[config.mk]
export PLATFORM = sky130hd
export DESIGN_NAME = answering_machine_detector_flat
export DESIGN_NICKNAME = d
export VERILOG_FILES = /design/src/design/ansdet_pkg.sv /design/src/design/ansdet_in_if.sv /design/src/design/ansdet_out_if.sv /design/src/design/answering_machine_detector.sv /design/src/design/ansdet_cfg.sv /design/src/design/ansdet_core.sv /design/src/design/ansdet_out_reg.sv /design/src/flat_wrapper.sv
export SDC_FILE = /design/constraint.sdc
export NUM_CORES = 1
export LEC_CHECK = 0
export BUFFER_PORTS_ARGS = -buffer_cell sky130_fd_sc_hd__buf_2
export CAP_MARGIN = 20
export CORE_ASPECT_RATIO = 1.75
export CORE_MARGIN = 2
export CORE_UTILIZATION = 25
export DETAILED_ROUTE_END_ITERATION = 10
export PLACE_DENSITY = 0.37
export SYNTH_ARGS = -nofsm -noshare
export SYNTH_HDL_FRONTEND = slang
export SYNTH_HIERARCHICAL = 1
export SYNTH_SLANG_ARGS = --single-unit
[constraint.sdc]
create_clock -name clk -period 7.81 [get_ports clk]
set_input_delay 2.343 -clock clk [delete_from_list [all_inputs] [get_ports clk]]
set_output_delay 2.343 -clock clk [all_outputs]
set_load 0.01 [all_outputs]
[src/design/ansdet_pkg.sv]
// Shared types, codes and constants of the answering machine detector.
package ansdet_pkg;

    typedef enum logic [1:0] {
        MODE_AUDIO   = 2'd0,
        MODE_HANGUP  = 2'd1,
        MODE_TIMEOUT = 2'd2,
        MODE_START   = 2'd3
    } mode_t;

    typedef enum logic [2:0] {
        VERDICT_PENDING = 3'd0,
        VERDICT_MACHINE = 3'd1,
        VERDICT_HUMAN   = 3'd2,
        VERDICT_NOTSURE = 3'd3,
        VERDICT_HANGUP  = 3'd4
    } verdict_t;

    typedef enum logic [2:0] {
        CAUSE_NONE      = 3'd0,
        CAUSE_TOOLONG   = 3'd1,
        CAUSE_INITSIL   = 3'd2,
        CAUSE_HUMANSIL  = 3'd3,
        CAUSE_MAXWORDS  = 3'd4,
        CAUSE_LONGGREET = 3'd5
    } cause_t;

    typedef enum logic [2:0] {
        REG_INITIAL_SILENCE  = 3'd0,
        REG_GREETING_MAX     = 3'd1,
        REG_AFTER_GREETING   = 3'd2,
        REG_TOTAL_ANALYSIS   = 3'd3,
        REG_MIN_WORD         = 3'd4,
        REG_BETWEEN_WORDS    = 3'd5,
        REG_MAX_WORDS        = 3'd6
    } reg_idx_t;

    localparam int REG_IDX_W  = 3;
    localparam int REG_DATA_W = 16;

    localparam logic [15:0] RST_INITIAL_SILENCE = 16'd2500;
    localparam logic [15:0] RST_GREETING_MAX    = 16'd1500;
    localparam logic [15:0] RST_AFTER_GREETING  = 16'd800;
    localparam logic [15:0] RST_TOTAL_ANALYSIS  = 16'd5000;
    localparam logic [15:0] RST_MIN_WORD        = 16'd100;
    localparam logic [15:0] RST_BETWEEN_WORDS   = 16'd50;
    localparam logic [7:0]  RST_MAX_WORDS       = 8'd3;

    typedef struct packed {
        logic [15:0] initial_silence_ms;
        logic [15:0] greeting_max_ms;
        logic [15:0] after_greeting_silence_ms;
        logic [15:0] total_analysis_ms;
        logic [15:0] min_word_ms;
        logic [15:0] between_words_ms;
        logic [7:0]  max_words;
    } cfg_t;

    typedef struct packed {
        logic [15:0] elapsed_time;
        logic [15:0] voice_time;
        logic [15:0] run_voice_time;
        logic [7:0]  words_seen;
        logic        in_word;
        logic        before_greeting;
        logic        greeting_seen;
        logic        decided;
        verdict_t    held_verdict;
        cause_t      held_cause;
    } state_t;

    localparam state_t STATE_CLEAR = '{
        elapsed_time:    16'd0,
        voice_time:      16'd0,
        run_voice_time:  16'd0,
        words_seen:      8'd0,
        in_word:         1'b0,
        before_greeting: 1'b1,
        greeting_seen:   1'b0,
        decided:         1'b0,
        held_verdict:    VERDICT_PENDING,
        held_cause:      CAUSE_NONE
    };

    typedef struct packed {
        logic        done_res;
        verdict_t    verdict;
        cause_t      cause;
        logic [15:0] total_ms;
        logic [15:0] voice_ms;
        logic [7:0]  word_count;
    } result_t;

    function automatic logic [15:0] sat_add16(logic [15:0] a, logic [7:0] b);
        logic [16:0] s;
        s = {1'b0, a} + {9'd0, b};
        return s[16] ? 16'hFFFF : s[15:0];
    endfunction

endpackage

[src/design/ansdet_in_if.sv]
// Frame report channel: valid, ready and the frame fields.
interface ansdet_in_if;
    logic        valid;
    logic        ready;
    logic [1:0]  mode;
    logic [7:0]  frame_ms;
    logic [15:0] silence_ms;

    modport source (output valid, mode, frame_ms, silence_ms, input ready);
    modport sink   (input valid, mode, frame_ms, silence_ms, output ready);
endinterface

[src/design/ansdet_out_if.sv]
// Result channel: valid, ready and the classification fields.
interface ansdet_out_if;
    logic        valid;
    logic        ready;
    logic        done_res;
    logic [2:0]  verdict;
    logic [2:0]  cause;
    logic [15:0] total_ms;
    logic [15:0] voice_ms;
    logic [7:0]  word_count;

    modport source (output valid, done_res, verdict, cause, total_ms, voice_ms, word_count,
                    input ready);
    modport sink   (input valid, done_res, verdict, cause, total_ms, voice_ms, word_count,
                    output ready);
endinterface

[src/design/answering_machine_detector.sv]
// Top level of the answering machine detector.
// The result of a frame report appears in the cycle after its transaction.
// Throughput: one transaction per cycle unless a held result is stalled; the state
// update and classification run in one pass from state register to result register.
// Reset: rst_n clears the state, the result valid flag and loads the default limits.
module answering_machine_detector
    import ansdet_pkg::*;
(
    input  logic                  clk,
    input  logic                  rst_n,
    input  logic                  wr_en,
    input  logic [REG_IDX_W-1:0]  wr_idx,
    input  logic [REG_DATA_W-1:0] wr_data,
    ansdet_in_if.sink             frames,
    ansdet_out_if.source          results
);

    cfg_t    cfg;
    result_t result;
    logic    can_load;
    logic    accept;

    assign frames.ready = can_load;
    assign accept       = frames.valid && can_load;

    ansdet_cfg u_cfg (
        .clk     (clk),
        .rst_n   (rst_n),
        .wr_en   (wr_en),
        .wr_idx  (wr_idx),
        .wr_data (wr_data),
        .cfg     (cfg)
    );

    ansdet_core u_core (
        .clk        (clk),
        .rst_n      (rst_n),
        .cfg        (cfg),
        .accept     (accept),
        .mode       (frames.mode),
        .frame_ms   (frames.frame_ms),
        .silence_ms (frames.silence_ms),
        .result     (result)
    );

    ansdet_out_reg u_out (
        .clk      (clk),
        .rst_n    (rst_n),
        .load     (accept),
        .result   (result),
        .can_load (can_load),
        .results  (results)
    );

endmodule

[src/design/ansdet_cfg.sv]
// Configuration register file with write port.
module ansdet_cfg
    import ansdet_pkg::*;
(
    input  logic                  clk,
    input  logic                  rst_n,
    input  logic                  wr_en,
    input  logic [REG_IDX_W-1:0]  wr_idx,
    input  logic [REG_DATA_W-1:0] wr_data,
    output cfg_t                  cfg
);

    cfg_t cfg_reg;
    cfg_t cfg_next;

    always_comb
    begin
        cfg_next = cfg_reg;
        if (wr_en)
        begin
            case (reg_idx_t'(wr_idx))
                REG_INITIAL_SILENCE: cfg_next.initial_silence_ms        = wr_data;
                REG_GREETING_MAX:    cfg_next.greeting_max_ms           = wr_data;
                REG_AFTER_GREETING:  cfg_next.after_greeting_silence_ms = wr_data;
                REG_TOTAL_ANALYSIS:  cfg_next.total_analysis_ms         = wr_data;
                REG_MIN_WORD:        cfg_next.min_word_ms               = wr_data;
                REG_BETWEEN_WORDS:   cfg_next.between_words_ms          = wr_data;
                REG_MAX_WORDS:       cfg_next.max_words                 = wr_data[7:0];
                default:             cfg_next = cfg_reg;
            endcase
        end
    end

    always_ff @(posedge clk or negedge rst_n)
    begin
        if (!rst_n)
        begin
            cfg_reg.initial_silence_ms        <= RST_INITIAL_SILENCE;
            cfg_reg.greeting_max_ms           <= RST_GREETING_MAX;
            cfg_reg.after_greeting_silence_ms <= RST_AFTER_GREETING;
            cfg_reg.total_analysis_ms         <= RST_TOTAL_ANALYSIS;
            cfg_reg.min_word_ms               <= RST_MIN_WORD;
            cfg_reg.between_words_ms          <= RST_BETWEEN_WORDS;
            cfg_reg.max_words                 <= RST_MAX_WORDS;
        end
        else
        begin
            cfg_reg <= cfg_next;
        end
    end

    assign cfg = cfg_reg;

endmodule

[src/design/ansdet_core.sv]
// Classification state and single-pass update for one frame report.
module ansdet_core
    import ansdet_pkg::*;
(
    input  logic        clk,
    input  logic        rst_n,
    input  cfg_t        cfg,
    input  logic        accept,
    input  logic [1:0]  mode,
    input  logic [7:0]  frame_ms,
    input  logic [15:0] silence_ms,
    output result_t     result
);

    state_t st_reg;
    state_t st_next;
    state_t aud;
    logic [15:0] tot_sum;
    logic [15:0] run_sum;
    logic [15:0] voice_sum;
    logic [7:0]  words_inc;
    logic        word_hit;

    assign tot_sum   = sat_add16(st_reg.elapsed_time, frame_ms);
    assign run_sum   = sat_add16(st_reg.run_voice_time, frame_ms);
    assign voice_sum = sat_add16(st_reg.voice_time, frame_ms);
    assign word_hit  = (run_sum >= cfg.min_word_ms) && !st_reg.in_word;
    assign words_inc = (word_hit && (st_reg.words_seen != 8'hFF))
                     ? st_reg.words_seen + 8'd1 : st_reg.words_seen;

    always_comb
    begin
        aud = st_reg;
        aud.elapsed_time = tot_sum;
        if (tot_sum >= cfg.total_analysis_ms)
        begin
            aud.decided      = 1'b1;
            aud.held_verdict = VERDICT_NOTSURE;
            aud.held_cause   = CAUSE_TOOLONG;
        end
        else if (silence_ms != 16'd0)
        begin
            if (silence_ms >= cfg.between_words_ms)
            begin
                aud.in_word        = 1'b0;
                aud.run_voice_time = 16'd0;
            end
            if (st_reg.before_greeting && (silence_ms >= cfg.initial_silence_ms))
            begin
                aud.decided      = 1'b1;
                aud.held_verdict = VERDICT_MACHINE;
                aud.held_cause   = CAUSE_INITSIL;
            end
            else if (st_reg.greeting_seen && (silence_ms >= cfg.after_greeting_silence_ms))
            begin
                aud.decided      = 1'b1;
                aud.held_verdict = VERDICT_HUMAN;
                aud.held_cause   = CAUSE_HUMANSIL;
            end
        end
        else
        begin
            aud.run_voice_time = run_sum;
            aud.voice_time     = voice_sum;
            aud.words_seen     = words_inc;
            aud.in_word        = st_reg.in_word | word_hit;
            if (words_inc >= cfg.max_words)
            begin
                aud.decided      = 1'b1;
                aud.held_verdict = VERDICT_MACHINE;
                aud.held_cause   = CAUSE_MAXWORDS;
            end
            else if (st_reg.greeting_seen && (voice_sum >= cfg.greeting_max_ms))
            begin
                aud.decided      = 1'b1;
                aud.held_verdict = VERDICT_MACHINE;
                aud.held_cause   = CAUSE_LONGGREET;
            end
            else if (voice_sum >= cfg.min_word_ms)
            begin
                aud.before_greeting = 1'b0;
                aud.greeting_seen   = 1'b1;
            end
        end
    end

    always_comb
    begin
        st_next = st_reg;
        case (mode_t'(mode))
            MODE_START:
                st_next = STATE_CLEAR;
            MODE_AUDIO:
                if (!st_reg.decided)
                    st_next = aud;
            MODE_HANGUP:
                if (!st_reg.decided)
                begin
                    st_next.decided      = 1'b1;
                    st_next.held_verdict = VERDICT_HANGUP;
                    st_next.held_cause   = CAUSE_NONE;
                end
            MODE_TIMEOUT:
                if (!st_reg.decided)
                begin
                    st_next.decided      = 1'b1;
                    st_next.held_verdict = VERDICT_NOTSURE;
                    st_next.held_cause   = CAUSE_TOOLONG;
                end
            default:
                st_next = st_reg;
        endcase
    end

    always_ff @(posedge clk or negedge rst_n)
    begin
        if (!rst_n)
            st_reg <= STATE_CLEAR;
        else if (accept)
            st_reg <= st_next;
    end

    assign result.done_res   = st_next.decided;
    assign result.verdict    = st_next.held_verdict;
    assign result.cause      = st_next.held_cause;
    assign result.total_ms   = st_next.elapsed_time;
    assign result.voice_ms   = st_next.voice_time;
    assign result.word_count = st_next.words_seen;

endmodule

[src/design/ansdet_out_reg.sv]
// Result register between the update logic and the result channel.
module ansdet_out_reg
    import ansdet_pkg::*;
(
    input  logic    clk,
    input  logic    rst_n,
    input  logic    load,
    input  result_t result,
    output logic    can_load,
    ansdet_out_if.source results
);

    logic    valid_reg;
    logic    valid_next;
    result_t data_reg;

    assign can_load   = !valid_reg || results.ready;
    assign valid_next = load || (valid_reg && !results.ready);

    always_ff @(posedge clk or negedge rst_n)
    begin
        if (!rst_n)
            valid_reg <= 1'b0;
        else
            valid_reg <= valid_next;
    end

    always_ff @(posedge clk)
    begin
        if (load)
            data_reg <= result;
    end

    assign results.valid      = valid_reg;
    assign results.done_res   = data_reg.done_res;
    assign results.verdict    = data_reg.verdict;
    assign results.cause      = data_reg.cause;
    assign results.total_ms   = data_reg.total_ms;
    assign results.voice_ms   = data_reg.voice_ms;
    assign results.word_count = data_reg.word_count;

endmodule

[src/flat_wrapper.sv]
// flat-port wrapper written by rule: the top's interface ports become plain ports
module answering_machine_detector_flat import ansdet_pkg::*;
  (clk, rst_n, wr_en, wr_idx, wr_data, frames_valid, frames_mode, frames_frame_ms, frames_silence_ms, frames_ready, results_valid, results_done_res, results_verdict, results_cause, results_total_ms, results_voice_ms, results_word_count, results_ready);
  ansdet_in_if frames_i ();
  ansdet_out_if results_i ();
  input  logic clk;
  input  logic rst_n;
  input  logic wr_en;
  input  logic [REG_IDX_W-1:0] wr_idx;
  input  logic [REG_DATA_W-1:0] wr_data;
  input wire logic [$bits(frames_i.valid)-1:0] frames_valid;
  input wire logic [$bits(frames_i.mode)-1:0] frames_mode;
  input wire logic [$bits(frames_i.frame_ms)-1:0] frames_frame_ms;
  input wire logic [$bits(frames_i.silence_ms)-1:0] frames_silence_ms;
  output wire logic [$bits(frames_i.ready)-1:0] frames_ready;
  output wire logic [$bits(results_i.valid)-1:0] results_valid;
  output wire logic [$bits(results_i.done_res)-1:0] results_done_res;
  output wire logic [$bits(results_i.verdict)-1:0] results_verdict;
  output wire logic [$bits(results_i.cause)-1:0] results_cause;
  output wire logic [$bits(results_i.total_ms)-1:0] results_total_ms;
  output wire logic [$bits(results_i.voice_ms)-1:0] results_voice_ms;
  output wire logic [$bits(results_i.word_count)-1:0] results_word_count;
  input wire logic [$bits(results_i.ready)-1:0] results_ready;
  assign frames_i.valid = frames_valid;
  assign frames_i.mode = frames_mode;
  assign frames_i.frame_ms = frames_frame_ms;
  assign frames_i.silence_ms = frames_silence_ms;
  assign frames_ready = frames_i.ready;
  assign results_valid = results_i.valid;
  assign results_done_res = results_i.done_res;
  assign results_verdict = results_i.verdict;
  assign results_cause = results_i.cause;
  assign results_total_ms = results_i.total_ms;
  assign results_voice_ms = results_i.voice_ms;
  assign results_word_count = results_i.word_count;
  assign results_i.ready = results_ready;
  answering_machine_detector u_core (.clk(clk), .rst_n(rst_n), .wr_en(wr_en), .wr_idx(wr_idx), .wr_data(wr_data), .frames(frames_i), .results(results_i));
endmodule
==> impl_metrics.csv, run 1 <==
group,metric,value,unit
place,placed_cell_area,0.0164,sq mm
yosys,synth-simple-area-share,0.113,
yosys,muxShareOfSynthArea,0.0825,
yosys,synth.top_cell.area_share,0.238,
yosys,synth_flop_cell,"dfrtp_1",
pwr,finalPower,3470,uW
place,dpl.hpwl,38900,um
die,start_util,0.253,
drt,initialDrtViolationCount,609,
drt,vias_per_cell,4.92,
sta,period_share,0.936,
worst_setup_path,end_kind,"flop",
worst_setup_path,rrSetupSlack,2.02,ns
worst_setup_path,crit_family,"compound AO/OA/AOI/OAI gates",
finish,stdcell_count,2390,
status,status,"finished, final reports clean",
place,place_inst,2342,
drt,wl_per_cell,21.2,um
drt,routed.top_layer,"met5",
yosys,synth_fa_ha_area_frac,0.130,
global_route,first_global_vias,12000,
cts,cts_setup_buffers,0,
finish,drive_above_1_share,0.255,
yosys,synth_seq_cells,218,
yosys,synth_edf_count,47,
drt,routed_wl,50600,um
die,num_io_pins,99,
drt,via_count,11800,
worst_setup_path,crit_buf_inv,3,
pwr,vdd_drop_max,0.152,mV
pwr,p_per_area,201,mW/mm^2
finish,fin_area,0.0173,sq mm
yosys,synthesis.area,0.0149,sq mm
die,num_rows,118,
yosys,ys_types,90,
cts,cts_buffer_depth,3,
worst_setup_path,r2r-end,"u_core/u_core/st_reg[8]$_DFFE_PN1P_",
die,die_w,189,um
place,port_buffers,98,
global_route,antenna_found_initial,1,
yosys,synth_top_family_by_area,"compound AO/OA/AOI/OAI gates",
die,dieHeight,327,um
yosys,synthXorXnorAreaFrac,0.0182,
sta,clock.fmax,137,MHz
global_route,grt_start_max_net_pins,140,
worst_setup_path,reg2reg_depth,25,
worst_setup_path,cp_slowest_stage_delay,0.52,ns
global_route,overflow,0,
worst_setup_path,cp_max_fo,6,
cts,cts_made_buffers,26,
worst_setup_path,critPathLaunchType,"primary input",
worst_setup_path,crit_arrival,7.80,ns
sta,slew_headroom,0.347,
drt,drc,0,
yosys,syn_avg_cell_area,10.1,sq um
worst_setup_path,endpoint,"u_core/u_core/st_reg[8]$_DFFE_PN1P_",
sta,worst_pin_slew,0.979,ns
finish,antenna_cells,0,
worst_setup_path,crit_start,"frames_frame_ms[0]",
cts,cts.sinks,218,
yosys,netlist_top_cells_area,"dfrtp_1 (24%), ha_1 (13%), edfxtp_1 (9.5%)",
pwr,power.leakage,0.00786,uW
drt,met1Wirelength,20500,um
drt,wl_met2,26100,um
yosys,synth_cells,1483,
global_route,gr-usage-all-layers,0.163,
yosys,synth_top_area_cell,"dfrtp_1",
min_path,holdPathStages,2,
finish,largest_reg_flops,104,
flow_run,max_cap_violations,0,
worst_setup_path,path_class,"in -> reg",
place,gp_congestion,0.847,
worst_setup_path,slowest_stage,"or4b_4",
worst_setup_path,cp.required,8.30,ns
cts,htreeDepth,1,
drt,ant_nets,0,
global_route,grt_pass1_wl,76100,um
sta,setup_violations,0,
yosys,synth_compound_area_frac,0.194,
die,fp.coreArea,0.0591,sq mm
min_path,hold_path.class,"reg -> reg",
yosys,ys_seq_area_frac,0.384,
sta,min_period,7.31,ns
die,die_area,0.0617,sq mm
cts,clock_latency,0.57,ns
sta,hold_viol,0,
sta,whs,0.500,ns
cts,postCtsHoldBufs,0,
cts,root_buffer,"clkbuf_16",
drt,wl_met3,1760,um
drt,drt_first_pass_iters,5,
sta,rsz0062_at_grt,"no",
yosys,async_flop_share,0.784,
worst_setup_path,r2r_start,"u_core/u_core/st_reg[18]$_DFFE_PN0P_",
cts,cts_resized,0,
finish,final_nets,1794,
yosys,synth_warnings,6,
finish,area_delta_synth_final,15.7,%
yosys,syn-num-nets,1686,
cts,cts_tree,"yes",
cts,cts.clk_slew.worst_paths,0.07,ns
worst_setup_path,crit_cells,26,
sta,drv_slew,0,
sta,fin_skew,0.0275,ns
power breakdown:
| part | leakage, uW | total, uW | switching, uW | internal (uW) |
|---|---|---|---|---|
| clock | 0.000396 | 1200 | 528 | 669 |
| combinational | 0.00487 | 842 | 489 | 353 |
| sequential | 0.00260 | 1430 | 85.0 | 1340 |
| total | 0.00786 | 3470 | 1100 | 2360 |
tightest hold or removal path, stage by stage (launching register included):
cell and delay [ns]:
dfrtp_1 0.35, nand2_1 0.05, o31ai_1 0.06
final cells by class:
type	count	area, sq um
fill	6250	41800
tap	780	976
clock inverter	9	85.1
timing repair buffer	177	1120
sequential	218	5730
clock buffer	38	716
inverter	149	559
multi-input combinational	1019	8080
per-layer routing:
metal  vias up  track usage
li1       5593            -
met1      5808        0.192
met2       291        0.300
met3        75       0.0163
met4         2       0.0681
met5         -            0
cells in the final DEF (no fill, tap or decap), types with 14 or more instances in the layout:
master / netlist / final
ha_1: 150 / 150
edfxtp_1: 47 / 47
a22o_1: 19 / 19
nor2_1: 51 / 51
mux2_2: 93 / 93
xnor2_1: 25 / 25
dfstp_2: 29 / 29
a31oi_1: 19 / 19
a31o_2: 14 / 14
buf_4: 50 / 76
a21oi_1: 102 / 102
a21o_1: 18 / 18
nand3_1: 20 / 20
buf_2: 17 / 97
clkbuf_16: 0 / 26
o21ai_0: 81 / 81
o21a_1: 15 / 15
inv_1: 149 / 149
nor3_1: 17 / 17
dfrtp_1: 142 / 142
and3_1: 17 / 17
a211oi_1: 22 / 22
nand2_1: 117 / 117
cell families after synthesis:
family | Yosys count
simple gates | 318
buf+inv | 246
mux | 106
xor+xnor | 31
compound gates | 411
flops | 218
fa+ha+maj | 153
synth_stat cells (12+ instances only):
library cell  instances
a211oi_1             22
a21o_1               18
a21oi_1             102
a22o_1               19
a31o_2               14
a31oi_1              19
and2_1               12
and3_1               17
buf_2                17
buf_4                50
clkbuf_1             24
dfrtp_1             142
dfstp_2              29
edfxtp_1             47
ha_1                150
inv_1               149
mux2_2               93
nand2_1             117
nand3_1              20
nor2_1               51
nor3_1               17
o21a_1               15
o21ai_0              81
xnor2_1              25
worst min path at each step:
stage | end | from | slack, ns
6_report | u_core/u_core/st_reg[18]$_DFFE_PN0P_ | u_core/u_core/st_reg[18]$_DFFE_PN0P_ | 0.50
5_1_grt | u_core/u_cfg/cfg[34]$_DFFE_PN0P_ | u_core/u_cfg/cfg[34]$_DFFE_PN0P_ | 0.52
4_1_cts | u_core/u_core/st_reg[25]$_DFFE_PN0P_ | u_core/u_core/st_reg[25]$_DFFE_PN0P_ | 0.50
3_5_place_dp | u_core/u_core/st_reg[25]$_DFFE_PN0P_ | u_core/u_core/st_reg[25]$_DFFE_PN0P_ | 0.48
3_3_place_gp | u_core/u_core/st_reg[25]$_DFFE_PN0P_ | u_core/u_core/st_reg[25]$_DFFE_PN0P_ | 0.48
2_1_floorplan | u_core/u_core/st_reg[18]$_DFFE_PN0P_ | u_core/u_core/st_reg[18]$_DFFE_PN0P_ | 0.45
stage by stage:
| stage | TNS [ns] | util | setup slack [ns] |
|---|---|---|---|
| 4_1_cts | 0 | 0.292 | 0.464 |
| 5_1_grt | 0 | 0.292 | 0.0398 |
| 2_1_floorplan | 0 | - | 0.319 |
| 3_5_place_dp | -0.444 | 0.278 | -0.144 |
| 6_report | 0 | 0.292 | 0.497 |
| 3_3_place_gp | -0.0566 | 0.278 | -0.0503 |
Power figures use the tool's default switching activity.
==> run 2: changes to the inputs <==
--- a/config.mk
+++ b/config.mk
@@ -9,9 +9,9 @@
 export CAP_MARGIN = 20
 export CORE_ASPECT_RATIO = 1.75
 export CORE_MARGIN = 2
-export CORE_UTILIZATION = 25
+export CORE_UTILIZATION = 30
 export DETAILED_ROUTE_END_ITERATION = 10
-export PLACE_DENSITY = 0.37
+export PLACE_DENSITY = 0.44
 export SYNTH_ARGS = -nofsm -noshare
 export SYNTH_HDL_FRONTEND = slang
 export SYNTH_HIERARCHICAL = 1
==> constraint.sdc (replaced) <==
create_clock -name clk -period 6.06 [get_ports clk]
set_input_delay 1.818 -clock clk [delete_from_list [all_inputs] [get_ports clk]]
set_output_delay 1.818 -clock clk [all_outputs]
set_load 0.01 [all_outputs]
==> impl_metrics.csv, run 2 (same netlist as run 1, synthesis figures left out) <==
group,metric,value,unit
status,status,"complete, but fails checks",
sta,finalSetupTns,-1.88,ns
place,dpl.hpwl,37900,um
sta,slew_headroom,0.286,
drt,ant_nets,0,
cts,htreeDepth,1,
global_route,overflow,0,
cts,postCtsHoldBufs,0,
min_path,hold_path.class,"reg -> reg",
finish,drive_above_1_share,0.344,
finish,final_cell_mix,"buf_4 (170), inv_1 (149), ha_1 (143)",
drt,vias_per_cell,5.09,
drt,drc,0,
drt,drt_first_pass_iters,5,
die,num_io_pins,99,
die,start_util,0.302,
finish,final_common_cell,"buf_4",
worst_setup_path,cp.required,6.56,ns
drt,via_count,12100,
flow_run,max_cap_violations,0,
cts,cts.sinks,218,
die,die_area,0.0516,sq mm
global_route,antenna_found_initial,0,
die,fp.coreArea,0.0493,sq mm
sta,setup_violations,14,
global_route,grt_pass1_wl,75400,um
global_route,first_global_vias,12600,
finish,final_nets,1902,
pwr,power.leakage,0.00854,uW
worst_setup_path,critPathLaunchType,"primary input",
pwr,finalPower,4670,uW
finish,largest_reg_flops,104,
cts,root_buffer,"clkbuf_16",
global_route,gr-usage-all-layers,0.189,
status,violations,"negative setup slack",
cts,cts_tree,"yes",
place,dp_slack,-0.993,ns
die,num_rows,108,
place,gp_congestion,0.864,
worst_setup_path,cp_slowest_stage_delay,0.55,ns
sta,worst_slack,-0.226,ns
sta,drv_slew,0,
worst_setup_path,rrSetupSlack,0.71,ns
cts,clock_latency,0.57,ns
worst_setup_path,crit_arrival,6.78,ns
sta,clock.fmax,159,MHz
sta,worst_pin_slew,1.07,ns
sta,whs,0.495,ns
pwr,p_per_area,251,mW/mm^2
drt,routed_wl,48900,um
die,die_w,173,um
finish,area_delta_synth_final,24.5,%
sta,min_period,6.29,ns
place,port_buffers,98,
worst_setup_path,slowest_stage,"or4b_4",
cts,cts_made_buffers,26,
pwr,vdd_drop_max,0.168,mV
worst_setup_path,cp_max_fo,6,
finish,antenna_cells,0,
drt,wl_per_cell,20.6,um
sta,rsz0062_at_grt,"yes",
worst_setup_path,end_kind,"flop",
sta,hold_viol,0,
global_route,grt_start_max_net_pins,94,
drt,initialDrtViolationCount,547,
sta,period_share,1.04,
cts,cts_buffer_depth,3,
die,dieHeight,299,um
worst_setup_path,path_class,"in -> reg",
cts,cts.clk_slew.worst_paths,0.07,ns
sta,fin_skew,0.0218,ns
==> run 2: cell types whose count changed in the layout (fill, tap and decap cells not counted), moves of 5 or more <==
cell	delta
a211oi_1	-6
a211oi_2	+5
a21oi_1	-10
a21oi_2	+7
buf_12	+7
buf_4	+94
buf_6	+7
clkbuf_1	-6
ha_1	-7
ha_4	+7
nor2_1	-6
nor3_1	-5
o21ai_0	-9
o21ai_1	+5
==> run 2: routing by layer <==
layer / vias to the layer above / global-route usage / part of all wire
li1: 5799 / - / -
met1: 5966 / 0.211 / 0.40
met2: 249 / 0.359 / 0.53
met3: 90 / 0.0218 / 0.031
met4: 0 / 0.0769 / 0.040
met5: - / 0 / 0
==> run 2: area by class of cell <==
cell class                      instances  area (sq um)
Timing Repair Buffer                  285          2050
Inverter                              149           559
Tap cell                              660           826
Sequential cell                       218          5730
Multi-Input combinational cell       1019          8520
Fill cell                            4941         30700
Clock inverter                         10          77.6
Clock buffer                           38           810
==> run 2: repair_timing <==
action	CTS	global route
setup endpoints to repair	17	55
resized for setup	40	44
pin swaps	19	17
buffers inserted	6	3
==> run 2: path summary, 6_finish.rpt <==
| kind | startpoint | end | cells after the start |
|---|---|---|---|
| min in group asynchronous | rst_n | u_core/u_cfg/cfg[66]$_DFFE_PN0P_ | 1 |
| max | frames_frame_ms[0] | u_core/u_core/st_reg[8]$_DFFE_PN1P_ | 26 |
| min | u_core/u_core/st_reg[25]$_DFFE_PN0P_ | u_core/u_core/st_reg[25]$_DFFE_PN0P_ | 1 |
| max reg2reg | u_core/u_core/st_reg[18]$_DFFE_PN0P_ | u_core/u_core/st_reg[8]$_DFFE_PN1P_ | 25 |
| max in group asynchronous | rst_n | u_core/u_out/results.valid$_DFF_PN0_ | 2 |
| min reg2reg | u_core/u_core/st_reg[25]$_DFFE_PN0P_ | u_core/u_core/st_reg[25]$_DFFE_PN0P_ | 1 |
==> run 2: through the flow <==
| step | util | cells | area [sq um] |
|---|---|---|---|
| 6_report | 0.377 | 2379 | 18600 |
| 5_1_grt | 0.377 | 2379 | 18600 |
| 4_1_cts | 0.372 | 2375 | 18300 |
| 3_3_place_gp | 0.349 | 2321 | 17200 |
| 3_5_place_dp | 0.349 | 2321 | 17200 |
| 2_1_floorplan | - | 1483 | 15000 |
==> run 2: critical path: cells and delay by family <==
| family | cells | cell delay (ns) |
|---|---|---|
| compound gates | 10 | 1.37 |
| xor+xnor | 1 | 0.16 |
| fa+ha+maj | 4 | 1.09 |
| buf+inv | 4 | 0.50 |
| mux | 1 | 0.31 |
| simple gates | 6 | 1.53 |
==> run 2: power breakdown <==
| group | leakage, uW | internal [uW] | switching, uW |
|---|---|---|---|
| sequential | 0.00260 | 1730 | 112 |
| combinational | 0.00551 | 538 | 665 |
| clock | 0.000430 | 933 | 691 |
==> run 3: changes to the inputs <==
--- a/config.mk
+++ b/config.mk
@@ -11,7 +11,7 @@
 export CORE_MARGIN = 2
 export CORE_UTILIZATION = 30
 export DETAILED_ROUTE_END_ITERATION = 10
-export PLACE_DENSITY = 0.44
+export PLACE_DENSITY = 0.42
 export SYNTH_ARGS = -nofsm -noshare
 export SYNTH_HDL_FRONTEND = slang
 export SYNTH_HIERARCHICAL = 1
==> constraint.sdc (replaced) <==
create_clock -name clk -period 6.6 [get_ports clk]
set_input_delay 1.98 -clock clk [delete_from_list [all_inputs] [get_ports clk]]
set_output_delay 1.98 -clock clk [all_outputs]
set_load 0.01 [all_outputs]
==> impl_metrics.csv, run 3 (same netlist as run 1, synthesis figures left out) <==
group,metric,value,unit
drt,initialDrtViolationCount,744,
worst_setup_path,path_class,"in -> reg",
finish,largest_reg_flops,104,
sta,min_period,6.51,ns
global_route,overflow,0,
finish,antenna_cells,0,
worst_setup_path,cp.required,7.10,ns
finish,area_delta_synth_final,22.3,%
finish,multi_input_area,0.00843,sq mm
place,gp_congestion,0.861,
place,dpl.hpwl,38200,um
die,die_w,173,um
finish,fill_cells,4982,
drt,wl_per_cell,21.0,um
pwr,clkPwrFrac,0.356,
cts,cts_made_buffers,26,
sta,fin_skew,0.0258,ns
worst_setup_path,crit_buf_inv,2,
worst_setup_path,crit_arrival,7.01,ns
worst_setup_path,cp_max_fo,6,
place,placed_cell_area,0.0170,sq mm
cts,clock_latency,0.57,ns
pwr,vdd_drop_max,0.165,mV
pwr,finalPower,4320,uW
drt,vias_per_cell,5.09,
drt,routed_wl,49400,um
pwr,pwr-share-seq,0.392,
cts,htreeDepth,1,
die,start_util,0.302,
finish,post-route-util,0.370,
drt,ant_nets,0,
worst_setup_path,crit_top_cell,"ha_4",
worst_setup_path,slowest_stage,"or4b_4",
finish,drive_above_1_share,0.323,
sta,period_share,0.987,
finish,final_common_cell,"inv_1",
sta,clock.fmax,154,MHz
cts,cts_buffer_depth,3,
cts,cts.clk_slew.worst_paths,0.07,ns
global_route,grt_start_max_net_pins,70,
sta,hold_viol,0,
die,dieHeight,299,um
die,num_rows,108,
place,port_buffers,98,
cts,cts.sinks,218,
finish,final_cell_mix,"inv_1 (149), buf_4 (148), dfrtp_1 (142)",
drt,drc,0,
worst_setup_path,critPathLaunchType,"primary input",
die,fp.coreArea,0.0493,sq mm
finish,stdcell_count,2352,
drt,via_count,12000,
cts,cts_tree,"yes",
finish,seq_area,0.00573,sq mm
sta,slew_headroom,0.363,
pwr,p_per_area,237,mW/mm^2
place,place_inst,2296,
pwr,power.leakage,0.00837,uW
pwr,power_frac_comb,0.252,
die,die_area,0.0516,sq mm
global_route,grt_pass1_wl,75100,um
min_path,hold_path.class,"reg -> reg",
drt,drt_first_pass_iters,5,
pwr,p_int,2980,uW
worst_setup_path,cp_slowest_stage_delay,0.59,ns
cts,postCtsHoldBufs,0,
sta,worst_pin_slew,0.956,ns
pwr,power.switching,1340,uW
sta,rsz0062_at_grt,"yes",
sta,setup_violations,0,
pwr,p_sw_frac,0.311,
sta,drv_slew,0,
flow_run,max_cap_violations,0,
cts,root_buffer,"clkbuf_16",
status,status,"finished, final reports clean",
global_route,antenna_found_initial,0,
finish,final_nets,1875,
finish,fin_area,0.0182,sq mm
worst_setup_path,crit_chain,"clkbuf_4 > ha_4 > a211oi_4 > o21bai_1 > a31o_2 > a21o_1 > and3_1 > o21a_1 > ha_4 > nand4_1 > nor2_2 > buf_4 > a31oi_4 > or4b_4 > xnor2_4 > ha_4 > nand2_2 > nor3_2 > a21oi_2 > o2111ai_1 > or4b_4 > a21oi_4 > mux2_4",
die,num_io_pins,99,
worst_setup_path,end_kind,"flop",
worst_setup_path,crit_family,"simple AND/OR/NAND/NOR gates",
sta,whs,0.495,ns
global_route,first_global_vias,12400,
global_route,gr-usage-all-layers,0.190,
[run 3: final timing paths]
kind	depth (start not counted)	startpoint	end	slack, ns
worst max register to register	23	u_core/u_core/st_reg[18]$_DFFE_PN0P_	u_core/u_core/st_reg[8]$_DFFE_PN1P_	1.21
max in group asynchronous	2	rst_n	u_core/u_out/results.valid$_DFF_PN0_	3.96
min in group asynchronous	1	rst_n	u_core/u_cfg/cfg[102]$_DFFE_PN0P_	1.40
worst max-delay path	23	frames_frame_ms[1]	u_core/u_core/st_reg[8]$_DFFE_PN1P_	0.09
worst min register to register	1	u_core/u_core/st_reg[25]$_DFFE_PN0P_	u_core/u_core/st_reg[25]$_DFFE_PN0P_	0.50
worst min-delay path	1	u_core/u_core/st_reg[25]$_DFFE_PN0P_	u_core/u_core/st_reg[25]$_DFFE_PN0P_	0.50
[run 3: cell type report]
| class | instances | share of cell area |
|---|---|---|
| multi-input cells | 1019 | 0.462 |
| well taps | 660 | 0.0453 |
| repair buffers | 258 | 0.0989 |
| inverters | 149 | 0.0307 |
| clock inverters | 11 | 0.00823 |
| flip-flops and latches | 218 | 0.314 |
| clock buffers | 37 | 0.0407 |
[run 3: power groups by stage]
stage	registers, uW	logic [uW]	clock network [uW]
finish	1690	1090	1540
global route	1720	1220	1650
CTS	1690	1070	1610
detailed placement	1720	1060	0
global placement	1710	1050	0
floorplan	1690	681	0
[run 3: layer usage]
layer  wire length, um  GRT usage
met1             19500      0.213
met2             25900      0.355
met4              2380     0.0902
met5                 0          0
met3              1600     0.0219
[run 3: stage by stage]
stage | setup slack [ns] | setup TNS (ns)
final | 0.0884 | 0
after global routing | -0.100 | -0.135
after CTS | 0.000628 | 0
after detailed placement | -0.609 | -10.98
after global placement | -0.504 | -8.60
after floorplan | -0.0281 | -0.0360
[run 3: repair_timing]
action,in CTS,in global routing
buffers inserted,0,7
gates resized for setup,0,58
endpoints found under the setup margin,0,16
